**src/hdl/crss_pkg.sv**
```systemverilog
// Shared types and codes of the register slave session.
// No dependencies.
package crss_pkg;

  typedef enum logic [2:0] {
    FC_WR_RANGE  = 3'd0,
    FC_WR_SERIES = 3'd1,
    FC_RD_RANGE  = 3'd2,
    FC_RD_SERIES = 3'd3
  } crss_func_e;

  typedef enum logic [1:0] {
    MT_MASTER    = 2'd0,
    MT_MASTER_HP = 2'd1,
    MT_SLAVE     = 2'd2,
    MT_SLAVE_HP  = 2'd3
  } crss_msg_e;

  typedef enum logic [1:0] {
    LINK_NONE     = 2'd0,
    LINK_LOST     = 2'd1,
    LINK_RESTORED = 2'd2
  } crss_link_e;

  localparam logic [2:0] CFG_OWN_ADDR   = 3'd0;
  localparam logic [2:0] CFG_BCAST_ADDR = 3'd1;
  localparam logic [2:0] CFG_DIRECT     = 3'd2;
  localparam logic [2:0] CFG_TIMEOUT    = 3'd3;
  localparam logic [2:0] CFG_VALID_CNT  = 3'd4;
  localparam logic [2:0] CFG_FIRST_WR   = 3'd5;

  typedef enum logic [1:0] {
    ST_IDLE,
    ST_CHK,
    ST_RUN,
    ST_DONE
  } crss_state_e;

  typedef struct packed {
    logic [5:0]  own_addr;
    logic [5:0]  bcast_addr;
    logic [5:0]  direct_addr;
    logic [31:0] timeout;
    logic [8:0]  valid_cnt;
    logic [8:0]  first_wr;
  } crss_cfg_t;

  // Outcome of the command check: pass flag, access count, answer length, header bytes.
  typedef struct packed {
    logic            ok;
    logic [2:0]      n_acc;
    logic [3:0]      alen;
    logic [7:0][7:0] hdr;
  } crss_plan_t;

endpackage

```
**src/hdl/can_register_slave_session_core.sv**
```systemverilog
// Top level of the register slave session: configuration registers, register store.
// Depends on crss_pkg, crss_ram and crss_ctrl.
//
// Usage:
//  - Items: drive the item fields and raise start; the item is taken at a
//    rising edge with start high and busy low. busy stays high until the
//    result has been shown.
//  - Results: exactly one per item, on the answer/link ports for one cycle
//    with result_valid_o high. The receiver cannot stall; it must take the
//    transfer in that cycle.
//  - Sequence: the item is captured, checked in ST_CHK, its registers are
//    accessed in order in ST_RUN (none for idle polls, ignored frames, nacks
//    and peer frames), reads waiting for the store's registered read, and the
//    result is shown in ST_DONE.
//  - Throughput: busy drops in the cycle after the result, so a new item is
//    taken only once the last result has been shown. The store has one
//    write and one read port; one register a cycle.
//  - Configuration: write transfers on cfg_valid_i/cfg_ready_o, always ready;
//    indexes 6 and 7 are ignored. Write only while busy is low.
//  - Reset: all configuration back to defaults, link disconnected, last
//    request time zero. The store reads as zero per register until written
//    (a flop per register marks it), so no clearing pass is needed.
module can_register_slave_session_core #(
  parameter int REG_COUNT       = 256,
  parameter int MAX_RANGE_REGS  = 6,
  parameter int MAX_SERIES_REGS = 4
) (
  input  logic        clk_i,
  input  logic        rst_ni,
  input  logic        cfg_valid_i,
  output logic        cfg_ready_o,
  input  logic [2:0]  cfg_index_i,
  input  logic [31:0] cfg_data_i,
  input  logic        start,
  output logic        busy,
  input  logic        kind_i,
  input  logic [31:0] now_time_i,
  input  logic [5:0]  dest_address_i,
  input  logic [2:0]  func_code_i,
  input  logic [1:0]  msg_type_i,
  input  logic [3:0]  data_len_i,
  input  logic [63:0] payload_i,
  output logic        result_valid_o,
  output logic        answer_valid_o,
  output logic [5:0]  answer_address_o,
  output logic [2:0]  answer_func_code_o,
  output logic [3:0]  answer_length_o,
  output logic [63:0] answer_payload_o,
  output logic [1:0]  link_event_o,
  output logic        frame_taken_o,
  output logic        peer_frame_o
);
  import crss_pkg::*;

  localparam int AW = $clog2(REG_COUNT);

  crss_cfg_t cfg_q;

  logic          ram_we;
  logic [AW-1:0] ram_waddr, ram_raddr;
  logic [7:0]    ram_wdata, ram_rdata;

  assign cfg_ready_o = 1'b1;

  // Configuration register file
  always_ff @(posedge clk_i or negedge rst_ni) begin
    if (!rst_ni) begin
      cfg_q.own_addr    <= 6'd1;
      cfg_q.bcast_addr  <= 6'd0;
      cfg_q.direct_addr <= 6'd63;
      cfg_q.timeout     <= 32'd1000;
      cfg_q.valid_cnt   <= 9'd256;
      cfg_q.first_wr    <= 9'd0;
    end else if (cfg_valid_i && cfg_ready_o) begin
      case (cfg_index_i)
        CFG_OWN_ADDR:   cfg_q.own_addr    <= cfg_data_i[5:0];
        CFG_BCAST_ADDR: cfg_q.bcast_addr  <= cfg_data_i[5:0];
        CFG_DIRECT:     cfg_q.direct_addr <= cfg_data_i[5:0];
        CFG_TIMEOUT:    cfg_q.timeout     <= cfg_data_i;
        CFG_VALID_CNT:  cfg_q.valid_cnt   <= cfg_data_i[8:0];
        CFG_FIRST_WR:   cfg_q.first_wr    <= cfg_data_i[8:0];
        default:        ;
      endcase
    end
  end

  // Register store
  crss_ram #(
    .WIDTH(8),
    .DEPTH(REG_COUNT)
  ) u_store (
    .clk_i  (clk_i),
    .we_i   (ram_we),
    .waddr_i(ram_waddr),
    .wdata_i(ram_wdata),
    .raddr_i(ram_raddr),
    .rdata_o(ram_rdata)
  );

  crss_ctrl #(
    .REG_COUNT      (REG_COUNT),
    .MAX_RANGE_REGS (MAX_RANGE_REGS),
    .MAX_SERIES_REGS(MAX_SERIES_REGS)
  ) u_ctrl (
    .clk_i             (clk_i),
    .rst_ni            (rst_ni),
    .cfg_i             (cfg_q),
    .start             (start),
    .busy              (busy),
    .kind_i            (kind_i),
    .now_time_i        (now_time_i),
    .dest_address_i    (dest_address_i),
    .func_code_i       (func_code_i),
    .msg_type_i        (msg_type_i),
    .data_len_i        (data_len_i),
    .payload_i         (payload_i),
    .ram_we_o          (ram_we),
    .ram_waddr_o       (ram_waddr),
    .ram_wdata_o       (ram_wdata),
    .ram_raddr_o       (ram_raddr),
    .ram_rdata_i       (ram_rdata),
    .result_valid_o    (result_valid_o),
    .answer_valid_o    (answer_valid_o),
    .answer_address_o  (answer_address_o),
    .answer_func_code_o(answer_func_code_o),
    .answer_length_o   (answer_length_o),
    .answer_payload_o  (answer_payload_o),
    .link_event_o      (link_event_o),
    .frame_taken_o     (frame_taken_o),
    .peer_frame_o      (peer_frame_o)
  );
endmodule

```
**src/hdl/crss_ram.sv**
```systemverilog
// Generic single-port-write, single-port-read RAM with registered read.
// No dependencies.
module crss_ram #(
  parameter int WIDTH = 8,
  parameter int DEPTH = 256
) (
  input  logic                     clk_i,
  input  logic                     we_i,
  input  logic [$clog2(DEPTH)-1:0] waddr_i,
  input  logic [WIDTH-1:0]         wdata_i,
  input  logic [$clog2(DEPTH)-1:0] raddr_i,
  output logic [WIDTH-1:0]         rdata_o
);
  logic [WIDTH-1:0] mem_q [DEPTH];

  always_ff @(posedge clk_i) begin
    if (we_i) begin
      mem_q[waddr_i] <= wdata_i;
    end
    rdata_o <= mem_q[raddr_i];
  end
endmodule

```
**src/hdl/crss_cmd.sv**
```systemverilog
// Command checker: validates length and register numbers, builds answer header.
// Depends on crss_pkg.
module crss_cmd #(
  parameter int REG_COUNT       = 256,
  parameter int MAX_RANGE_REGS  = 6,
  parameter int MAX_SERIES_REGS = 4
) (
  input  logic [2:0]           fc_i,
  input  logic [3:0]           len_i,
  input  logic [63:0]          pl_i,
  input  crss_pkg::crss_cfg_t  cfg_i,
  output crss_pkg::crss_plan_t plan_o
);
  import crss_pkg::*;

  logic [7:0][7:0] b;
  logic [7:0]      start_b, end_b, total;
  logic            len_ok, rng_wr_all, rng_rd_all, ser_wr_all, ser_rd_all;
  logic [7:0][7:0] ser_wr_hdr, ser_rd_hdr;

  function automatic logic f_exists(logic [9:0] r, logic [8:0] vcnt);
    return (r < {1'b0, vcnt}) && (r < 10'(REG_COUNT));
  endfunction

  assign b       = pl_i;
  assign start_b = b[0];
  assign end_b   = b[1];
  assign total   = 8'(end_b - start_b + 8'd1);
  assign len_ok  = len_i <= 4'd8;

  always_comb begin
    logic [9:0] r;
    rng_wr_all = 1'b1;
    rng_rd_all = 1'b1;
    ser_wr_all = 1'b1;
    ser_rd_all = 1'b1;
    ser_wr_hdr = '0;
    ser_rd_hdr = '0;
    for (int i = 0; i < MAX_RANGE_REGS; i++) begin
      r = {2'b00, start_b} + 10'(i);
      if (8'(i) < total) begin
        if (!f_exists(r, cfg_i.valid_cnt)) begin
          rng_rd_all = 1'b0;
        end
        if (!f_exists(r, cfg_i.valid_cnt) || (r < {1'b0, cfg_i.first_wr})) begin
          rng_wr_all = 1'b0;
        end
      end
    end
    for (int k = 0; k < 4; k++) begin
      if (4'(2 * k) < len_i) begin
        r = {2'b00, b[2*k]};
        ser_wr_hdr[k] = b[2*k];
        if (!f_exists(r, cfg_i.valid_cnt) || (r < {1'b0, cfg_i.first_wr})) begin
          ser_wr_all = 1'b0;
        end
      end
      if (4'(k) < len_i) begin
        r = {2'b00, b[k]};
        ser_rd_hdr[2*k] = b[k];
        if (!f_exists(r, cfg_i.valid_cnt)) begin
          ser_rd_all = 1'b0;
        end
      end
    end
  end

  always_comb begin
    plan_o = '0;
    case (fc_i)
      FC_WR_RANGE: begin
        plan_o.ok = len_ok && (9'(len_i) == 9'(total) + 9'd2) && (end_b >= start_b)
                    && (total <= 8'(MAX_RANGE_REGS)) && rng_wr_all;
        plan_o.n_acc  = 3'(total);
        plan_o.alen   = 4'd2;
        plan_o.hdr[0] = start_b;
        plan_o.hdr[1] = end_b;
      end
      FC_WR_SERIES: begin
        plan_o.ok    = len_ok && !len_i[0] && ser_wr_all;
        plan_o.n_acc = len_i[3:1];
        plan_o.alen  = {1'b0, len_i[3:1]};
        plan_o.hdr   = ser_wr_hdr;
      end
      FC_RD_RANGE: begin
        plan_o.ok = len_ok && (len_i == 4'd2) && (end_b >= start_b)
                    && (total <= 8'(MAX_RANGE_REGS)) && rng_rd_all;
        plan_o.n_acc  = 3'(total);
        plan_o.alen   = 4'(total) + 4'd2;
        plan_o.hdr[0] = start_b;
        plan_o.hdr[1] = end_b;
      end
      FC_RD_SERIES: begin
        plan_o.ok = len_ok && (len_i <= 4'(MAX_SERIES_REGS)) && (len_i <= 4'd4)
                    && (len_i != 4'd0) && ser_rd_all;
        plan_o.n_acc = 3'(len_i);
        plan_o.alen  = {len_i[2:0], 1'b0};
        plan_o.hdr   = ser_rd_hdr;
      end
      default: plan_o = '0;
    endcase
    if (!plan_o.ok) begin
      plan_o = '0;
    end
  end
endmodule

```
**src/hdl/crss_ctrl.sv**
```systemverilog
// Session sequencer: item capture, link tracking, register access and result.
// Depends on crss_pkg and crss_cmd.
module crss_ctrl #(
  parameter int REG_COUNT       = 256,
  parameter int MAX_RANGE_REGS  = 6,
  parameter int MAX_SERIES_REGS = 4
) (
  input  logic                         clk_i,
  input  logic                         rst_ni,
  input  crss_pkg::crss_cfg_t          cfg_i,
  input  logic                         start,
  output logic                         busy,
  input  logic                         kind_i,
  input  logic [31:0]                  now_time_i,
  input  logic [5:0]                   dest_address_i,
  input  logic [2:0]                   func_code_i,
  input  logic [1:0]                   msg_type_i,
  input  logic [3:0]                   data_len_i,
  input  logic [63:0]                  payload_i,
  output logic                         ram_we_o,
  output logic [$clog2(REG_COUNT)-1:0] ram_waddr_o,
  output logic [7:0]                   ram_wdata_o,
  output logic [$clog2(REG_COUNT)-1:0] ram_raddr_o,
  input  logic [7:0]                   ram_rdata_i,
  output logic                         result_valid_o,
  output logic                         answer_valid_o,
  output logic [5:0]                   answer_address_o,
  output logic [2:0]                   answer_func_code_o,
  output logic [3:0]                   answer_length_o,
  output logic [63:0]                  answer_payload_o,
  output logic [1:0]                   link_event_o,
  output logic                         frame_taken_o,
  output logic                         peer_frame_o
);
  import crss_pkg::*;

  localparam int AW = $clog2(REG_COUNT);

  crss_state_e state_q, state_d;

  logic        kind_q;
  logic [31:0] now_q;
  logic [5:0]  addr_q;
  logic [2:0]  fc_q;
  logic [1:0]  mt_q;
  logic [3:0]  len_q;
  logic [63:0] pl_q;

  logic        conn_q, conn_d;
  logic [31:0] last_q, last_d;
  logic [1:0]  link_q, link_d;
  logic        taken_q, peer_q, ansv_q;
  logic [5:0]  aaddr_q;
  logic [3:0]  alen_q;
  logic [7:0][7:0] ans_q;
  logic [2:0]  n_q, idx_q;
  logic        is_wr_q;
  logic        pend_q;
  logic [2:0]  pend_pos_q;
  logic        rd_vld_q;
  logic [REG_COUNT-1:0] reg_vld_q;

  crss_plan_t  plan;
  logic        is_master, ours, lost, taken, peer, run_cmd, ansv;
  logic        do_acc;
  logic [8:0]  acc_reg;
  logic [2:0]  wsel, rpos;

  crss_cmd #(
    .REG_COUNT      (REG_COUNT),
    .MAX_RANGE_REGS (MAX_RANGE_REGS),
    .MAX_SERIES_REGS(MAX_SERIES_REGS)
  ) u_cmd (
    .fc_i  (fc_q),
    .len_i (len_q),
    .pl_i  (pl_q),
    .cfg_i (cfg_i),
    .plan_o(plan)
  );

  assign is_master = (mt_q == MT_MASTER) || (mt_q == MT_MASTER_HP);
  assign ours      = (addr_q == cfg_i.own_addr) || (addr_q == cfg_i.bcast_addr)
                     || (addr_q == cfg_i.direct_addr);
  assign lost      = kind_q && ((now_q - last_q) > cfg_i.timeout) && conn_q;
  assign taken     = !kind_q && !(!ours && is_master);
  assign peer      = taken && (mt_q == MT_SLAVE_HP);
  assign run_cmd   = taken && !peer && plan.ok;
  assign ansv      = taken && is_master && (addr_q != cfg_i.bcast_addr);

  // Per-access register number, write byte and answer slot.
  always_comb begin
    case (fc_q)
      FC_WR_RANGE, FC_RD_RANGE: acc_reg = {1'b0, pl_q[7:0]} + 9'(idx_q);
      FC_WR_SERIES:             acc_reg = {1'b0, pl_q[{idx_q[1:0], 1'b0, 3'b000} +: 8]};
      default:                  acc_reg = {1'b0, pl_q[{idx_q, 3'b000} +: 8]};
    endcase
    wsel = (fc_q == FC_WR_RANGE) ? 3'(idx_q + 3'd2) : {idx_q[1:0], 1'b1};
    rpos = (fc_q == FC_RD_RANGE) ? 3'(idx_q + 3'd2) : {idx_q[1:0], 1'b1};
  end

  assign do_acc      = (state_q == ST_RUN) && (idx_q < n_q);
  assign ram_we_o    = do_acc && is_wr_q;
  assign ram_waddr_o = acc_reg[AW-1:0];
  assign ram_wdata_o = pl_q[{wsel, 3'b000} +: 8];
  assign ram_raddr_o = acc_reg[AW-1:0];

  always_comb begin
    state_d = state_q;
    conn_d  = conn_q;
    last_d  = last_q;
    link_d  = link_q;
    case (state_q)
      ST_IDLE: if (start) state_d = ST_CHK;
      ST_CHK: begin
        state_d = ST_RUN;
        link_d  = LINK_NONE;
        if (lost) begin
          conn_d = 1'b0;
          link_d = LINK_LOST;
        end
        if (taken) begin
          last_d = now_q;
          if (!conn_q) begin
            conn_d = 1'b1;
            link_d = LINK_RESTORED;
          end
        end
      end
      ST_RUN:  if (!do_acc && !pend_q) state_d = ST_DONE;
      ST_DONE: state_d = ST_IDLE;
      default: state_d = ST_IDLE;
    endcase
  end

  always_ff @(posedge clk_i or negedge rst_ni) begin
    if (!rst_ni) begin
      state_q   <= ST_IDLE;
      conn_q    <= 1'b0;
      last_q    <= '0;
      link_q    <= LINK_NONE;
      idx_q     <= '0;
      n_q       <= '0;
      pend_q    <= 1'b0;
      reg_vld_q <= '0;
    end else begin
      state_q <= state_d;
      conn_q  <= conn_d;
      last_q  <= last_d;
      link_q  <= link_d;
      pend_q  <= do_acc && !is_wr_q;
      if (state_q == ST_CHK) begin
        idx_q <= '0;
        n_q   <= run_cmd ? plan.n_acc : 3'd0;
      end else if (do_acc) begin
        idx_q <= idx_q + 3'd1;
      end
      if (ram_we_o) begin
        reg_vld_q[ram_waddr_o] <= 1'b1;
      end
    end
  end

  // Item and answer payload.
  always_ff @(posedge clk_i) begin
    if (start && state_q == ST_IDLE) begin
      kind_q <= kind_i;
      now_q  <= now_time_i;
      addr_q <= dest_address_i;
      fc_q   <= func_code_i;
      mt_q   <= msg_type_i;
      len_q  <= data_len_i;
      pl_q   <= payload_i;
    end
    if (state_q == ST_CHK) begin
      taken_q <= taken;
      peer_q  <= peer;
      ansv_q  <= ansv;
      aaddr_q <= (addr_q == cfg_i.direct_addr) ? cfg_i.own_addr : addr_q;
      alen_q  <= run_cmd ? plan.alen : 4'd0;
      ans_q   <= run_cmd ? plan.hdr : '0;
      is_wr_q <= (fc_q == FC_WR_RANGE) || (fc_q == FC_WR_SERIES);
    end
    rd_vld_q   <= reg_vld_q[ram_raddr_o];
    pend_pos_q <= rpos;
    if (pend_q) begin
      ans_q[pend_pos_q] <= rd_vld_q ? ram_rdata_i : 8'd0;
    end
  end

  assign busy               = (state_q != ST_IDLE);
  assign result_valid_o     = (state_q == ST_DONE);
  assign answer_valid_o     = ansv_q;
  assign answer_address_o   = ansv_q ? aaddr_q : 6'd0;
  assign answer_func_code_o = ansv_q ? fc_q : 3'd0;
  assign answer_length_o    = ansv_q ? alen_q : 4'd0;
  assign answer_payload_o   = ansv_q ? ans_q : 64'd0;
  assign link_event_o       = link_q;
  assign frame_taken_o      = taken_q;
  assign peer_frame_o       = peer_q;
endmodule

```
**config.mk**
```make
export PLATFORM = sky130hd
export DESIGN_NAME = can_register_slave_session_core
export DESIGN_NICKNAME = d
export VERILOG_FILES = /design/src/hdl/crss_pkg.sv /design/src/hdl/can_register_slave_session_core.sv /design/src/hdl/crss_ram.sv /design/src/hdl/crss_cmd.sv /design/src/hdl/crss_ctrl.sv
export SDC_FILE = /design/constraint.sdc
export NUM_CORES = 2
export LEC_CHECK = 0
export BUFFER_PORTS_ARGS = -buffer_cell sky130_fd_sc_hd__buf_4
export CAP_MARGIN = 20
export CELL_PAD_IN_SITES_DETAIL_PLACEMENT = 1
export CELL_PAD_IN_SITES_GLOBAL_PLACEMENT = 1
export CORE_MARGIN = 5
export CORE_UTILIZATION = 39
export CTS_CLUSTER_DIAMETER = 30
export DETAILED_ROUTE_END_ITERATION = 6
export PLACE_DENSITY = 0.73
export SLEW_MARGIN = 0
export SYNTH_ARGS = -nofsm -noshare
export SYNTH_HDL_FRONTEND = slang
export SYNTH_SLANG_ARGS = --single-unit
```
**constraint.sdc**
```tcl
create_clock -name clk_i -period 17.6 [get_ports clk_i]
set_input_delay 3.52 -clock clk_i [delete_from_list [all_inputs] [get_ports clk_i]]
set_output_delay 3.52 -clock clk_i [all_outputs]
set_load 0.02 [all_outputs]
```
==> impl_metrics.yaml <==
synthesis:
  synth_mux_area_frac: 0.0177
  synth-seq-area-share: 0.677
  synth_top_family_by_area: "simple AND/OR/NAND/NOR gates"
  synth-edff-count: 2174
  yosys.area_share.xor_xnor: 0.00687
  syn_area_per_cell_sq_um: 12.0
  synth_compound_area_frac: 0.0710
  synthSimpleGateAreaFrac: 0.174
  syn_area_sq_mm: 0.112
  syn_inst: 9371
  async_flop_share: 0.141
  yosysWarnings: 0
  synth_fa_ha_area_frac: 0.0284
  ys_ff_latch: 2618
  syn-num-nets: 9773
  synth_cell_type_count: 90
  synth_ff_type: "edfxtp_1"
critical_path:
  r2r-end: "u_store.rdata_o[3]"
  path_cells: "or3b_1 > mux2i_4 > a211oi_1 > o21a_1 > nor3_4 > buf_4 > buf_4 > buf_12 > buf_4 > mux2i_1 > a211oi_1 > nor4_1 > a31oi_1 > a31oi_1 > and4_1 > nand3_1"
  start_kind: "register"
  required_ps: 18440
  crit_arrival_ps: 8720
  crit_path_top_delay_cell: "buf_4"
  cp_slowest_stage_delay_ps: 840
  path_max_fanout: 131
  r2r_cells: 16
  cp-endpoint: "u_store.rdata_o[3]"
  path_delay_family: "buffers and inverters"
  critPathLaunch: "u_ctrl.fc_q[1]"
  path_depth: 16
  cp_num_buf_inv: 4
  crit_top_cell: "buf_4"
  reg2reg_from: "u_ctrl.fc_q[1]"
  crit_path_end_kind: "register"
  r2r_slack_ps: 9720
  crit_type: "register to register"
drt:
  post_drt_via_cell_ratio: 5.87
  drtIter0Drc: 8829
  drtAntennaViolNets: 0
  wl_microns: 386000
  avgRoutedWirePerCell_microns: 27.6
  vias: 81900
  remaining_drc_errors: 0
  first_pass_iters: 6
clock_tree:
  hold_buffers: 0
  cts_buffers: 488
  post-cts-setup-buffers: 0
  cts.sink_count: 2618
  cts.repair.resized: 0
  ctsRootBufferMaster: "clkbuf_16"
  clock_latency_ps: 1040
  clkTransAtPathRegs_ps: 50
  cts_tree: "done"
  cts_buffer_depth: 4
  htree_levels: 5
timing:
  hold_slack_ps: 461
  min_period_ps: 7880
  fin_crit_sh: 0.448
  fin_skew_ps: 166
  setup_viol: 0
  fmax_ghz: 0.127
  finalHoldViolCount: 0
  tightest_slew_ps: 1240
  drv_slew: 0
  rsz0062_at_grt: "no"
  maxSlewHeadroom: 0.172
  tns_ps: 0
finish:
  layout_commonest_cell: "nand2_1"
  fillCellCount: 29500
  synthToLayoutAreaGrowth_pct: 20.8
  final_util: 0.472
  final_cell_mix: "2196 x nand2_1, 2174 x edfxtp_1, 829 x nand3_1"
  nets: 10100
  area.sequential_sq_mm: 0.0760
  instances_no_fill: 14000
  multi_input_area_sq_mm: 0.0336
  layout-drive-gt1-share: 0.163
pwr:
  power_frac_seq: 0.344
  p_int_w: 0.0148
  p_clk_frac: 0.454
  leakage_nw: 51.2
  irDropWorstVdd_uv: 111
  p_per_area_mw_per_mm2: 159
  p_sw_w: 0.00669
  finalPower_w: 0.0215
  combPwrFrac: 0.203
  p_sw_frac: 0.311
global_route:
  grtUsageMet1: 0.327
  grt_pass1_vias: 85700
  grt.busiest_layer: "met2"
  grt_pass1_wl_microns: 568000
  grt_max_degree: 210
  overflow: 0
  grt_antenna_before_repair: 12
  use_met3: 0.0512
  met2_usage: 0.402
  grt.total_usage: 0.249
place:
  dp_hpwl_microns: 226000
  gp_congestion: 0.926
  numPortBuffers: 234
  dp.cells: 13000
floorplan:
  die_h_microns: 547
  dieArea_sq_mm: 0.299
  floorplan.rows: 197
  ioPinCount: 236
  initial_core_util: 0.391
  fp.coreArea_sq_mm: 0.287
  die_x_microns: 547
worst_hold_path:
  min_path_type: "register to register"
  hold_depth: 1
flow_run:
  drv_cap: 0
status:
  status: "finished, final reports clean"
## power by group through the flow
stage	sequential, W	clock (W)	combinational [W]
final	0.00740	0.00976	0.00436
after global placement	0.00749	0	0.00408
after global routing	0.00740	0.0102	0.00467
after floorplan	0.00760	0	0.00260
after CTS	0.00739	0.00983	0.00430
after detailed placement	0.00750	0	0.00424
## through the flow
stage / instance area, sq um / setup WS (ps)
floorplan: 112000 / 3530
global placement: 118000 / 9870
detailed placement: 118000 / 9800
CTS: 135000 / 9860
global route: 136000 / 9540
finish: 136000 / 9720
## state kept, by name (all words and copies together), names as in the netlist, 4 cells and up
register / flops
u_ctrl.aaddr_q: 6
cfg_q: 68
u_ctrl.now_q: 32
u_ctrl.alen_q: 4
u_ctrl.pl_q: 64
u_store.rdata_o: 8
u_ctrl.ans_q: 64
u_ctrl.last_q: 32
u_ctrl.len_q: 4
u_store.mem_q: 2048
u_ctrl.addr_q: 6
u_ctrl.reg_vld_q: 256
## cell usage after synthesis, types with 14 or more instances
cell | count | area [sq um]
xor2_1 | 32 | 280
dfstp_2 | 14 | 368
and3_1 | 227 | 1420
o21a_1 | 26 | 195
a31o_2 | 16 | 140
a221oi_1 | 34 | 298
nor2b_1 | 35 | 219
nor2_1 | 367 | 1380
a21oi_1 | 479 | 2400
nand4_1 | 79 | 494
a22o_1 | 17 | 149
a21o_1 | 43 | 323
or2_1 | 38 | 238
a211oi_1 | 70 | 526
a311o_1 | 16 | 160
or2_2 | 229 | 1430
nand3_1 | 830 | 4150
dfxtp_1 | 76 | 1520
nand2b_1 | 25 | 156
buf_2 | 198 | 991
ha_1 | 245 | 3070
nor4_1 | 39 | 244
edfxtp_1 | 2174 | 65300
inv_1 | 124 | 465
xnor2_1 | 56 | 490
nor3_1 | 30 | 150
a32oi_1 | 57 | 499
dfrtp_1 | 354 | 8860
buf_1 | 93 | 349
nand2_1 | 2201 | 8260
a31oi_1 | 143 | 895
mux2i_1 | 83 | 831
o211ai_1 | 20 | 150
mux2_2 | 79 | 890
clkbuf_1 | 240 | 901
a22oi_1 | 69 | 518
and2_1 | 131 | 820
o21ai_0 | 182 | 911
## cells by family (layout without fill, tap and decap cells)
family | count (synthesis) | count (layout)
other cells | 1 | 4
simple gates | 4298 | 4298
flops | 2618 | 2618
buf+inv | 667 | 1464
fa+ha+maj | 251 | 251
xor+xnor | 88 | 88
compound gates | 1274 | 1274
mux | 174 | 174
## layer usage
layer / vias to the layer above / part of all wire
met5: - / 0.000070
met4: 4 / 0.044
met3: 912 / 0.087
met2: 4044 / 0.47
met1: 42200 / 0.40
li1: 34800 / -
## worst min path at each step
stage	start	endpoint	slack [ps]
final	u_ctrl.reg_vld_q[82]	u_ctrl.reg_vld_q[82]	460
after global routing	u_ctrl.reg_vld_q[130]	u_ctrl.reg_vld_q[130]	470
after CTS	u_ctrl.reg_vld_q[86]	u_ctrl.reg_vld_q[86]	460
after detailed placement	u_ctrl.reg_vld_q[194]	u_ctrl.reg_vld_q[194]	450
after global placement	u_ctrl.reg_vld_q[86]	u_ctrl.reg_vld_q[86]	440
after floorplan	u_ctrl.is_wr_q	u_ctrl.pend_q	430
## final cells by class
| class | instances | share of cell area |
|---|---|---|
| sequential | 2618 | 0.561 |
| multi-input combinational | 6086 | 0.248 |
| clock buffer | 588 | 0.0968 |
| tap | 3781 | 0.0349 |
| clock inverter | 334 | 0.0307 |
| timing repair buffer | 414 | 0.0254 |
| inverter | 128 | 0.00354 |
| antenna | 3 | 0.0000554 |
Power figures use the tool's default switching activity.
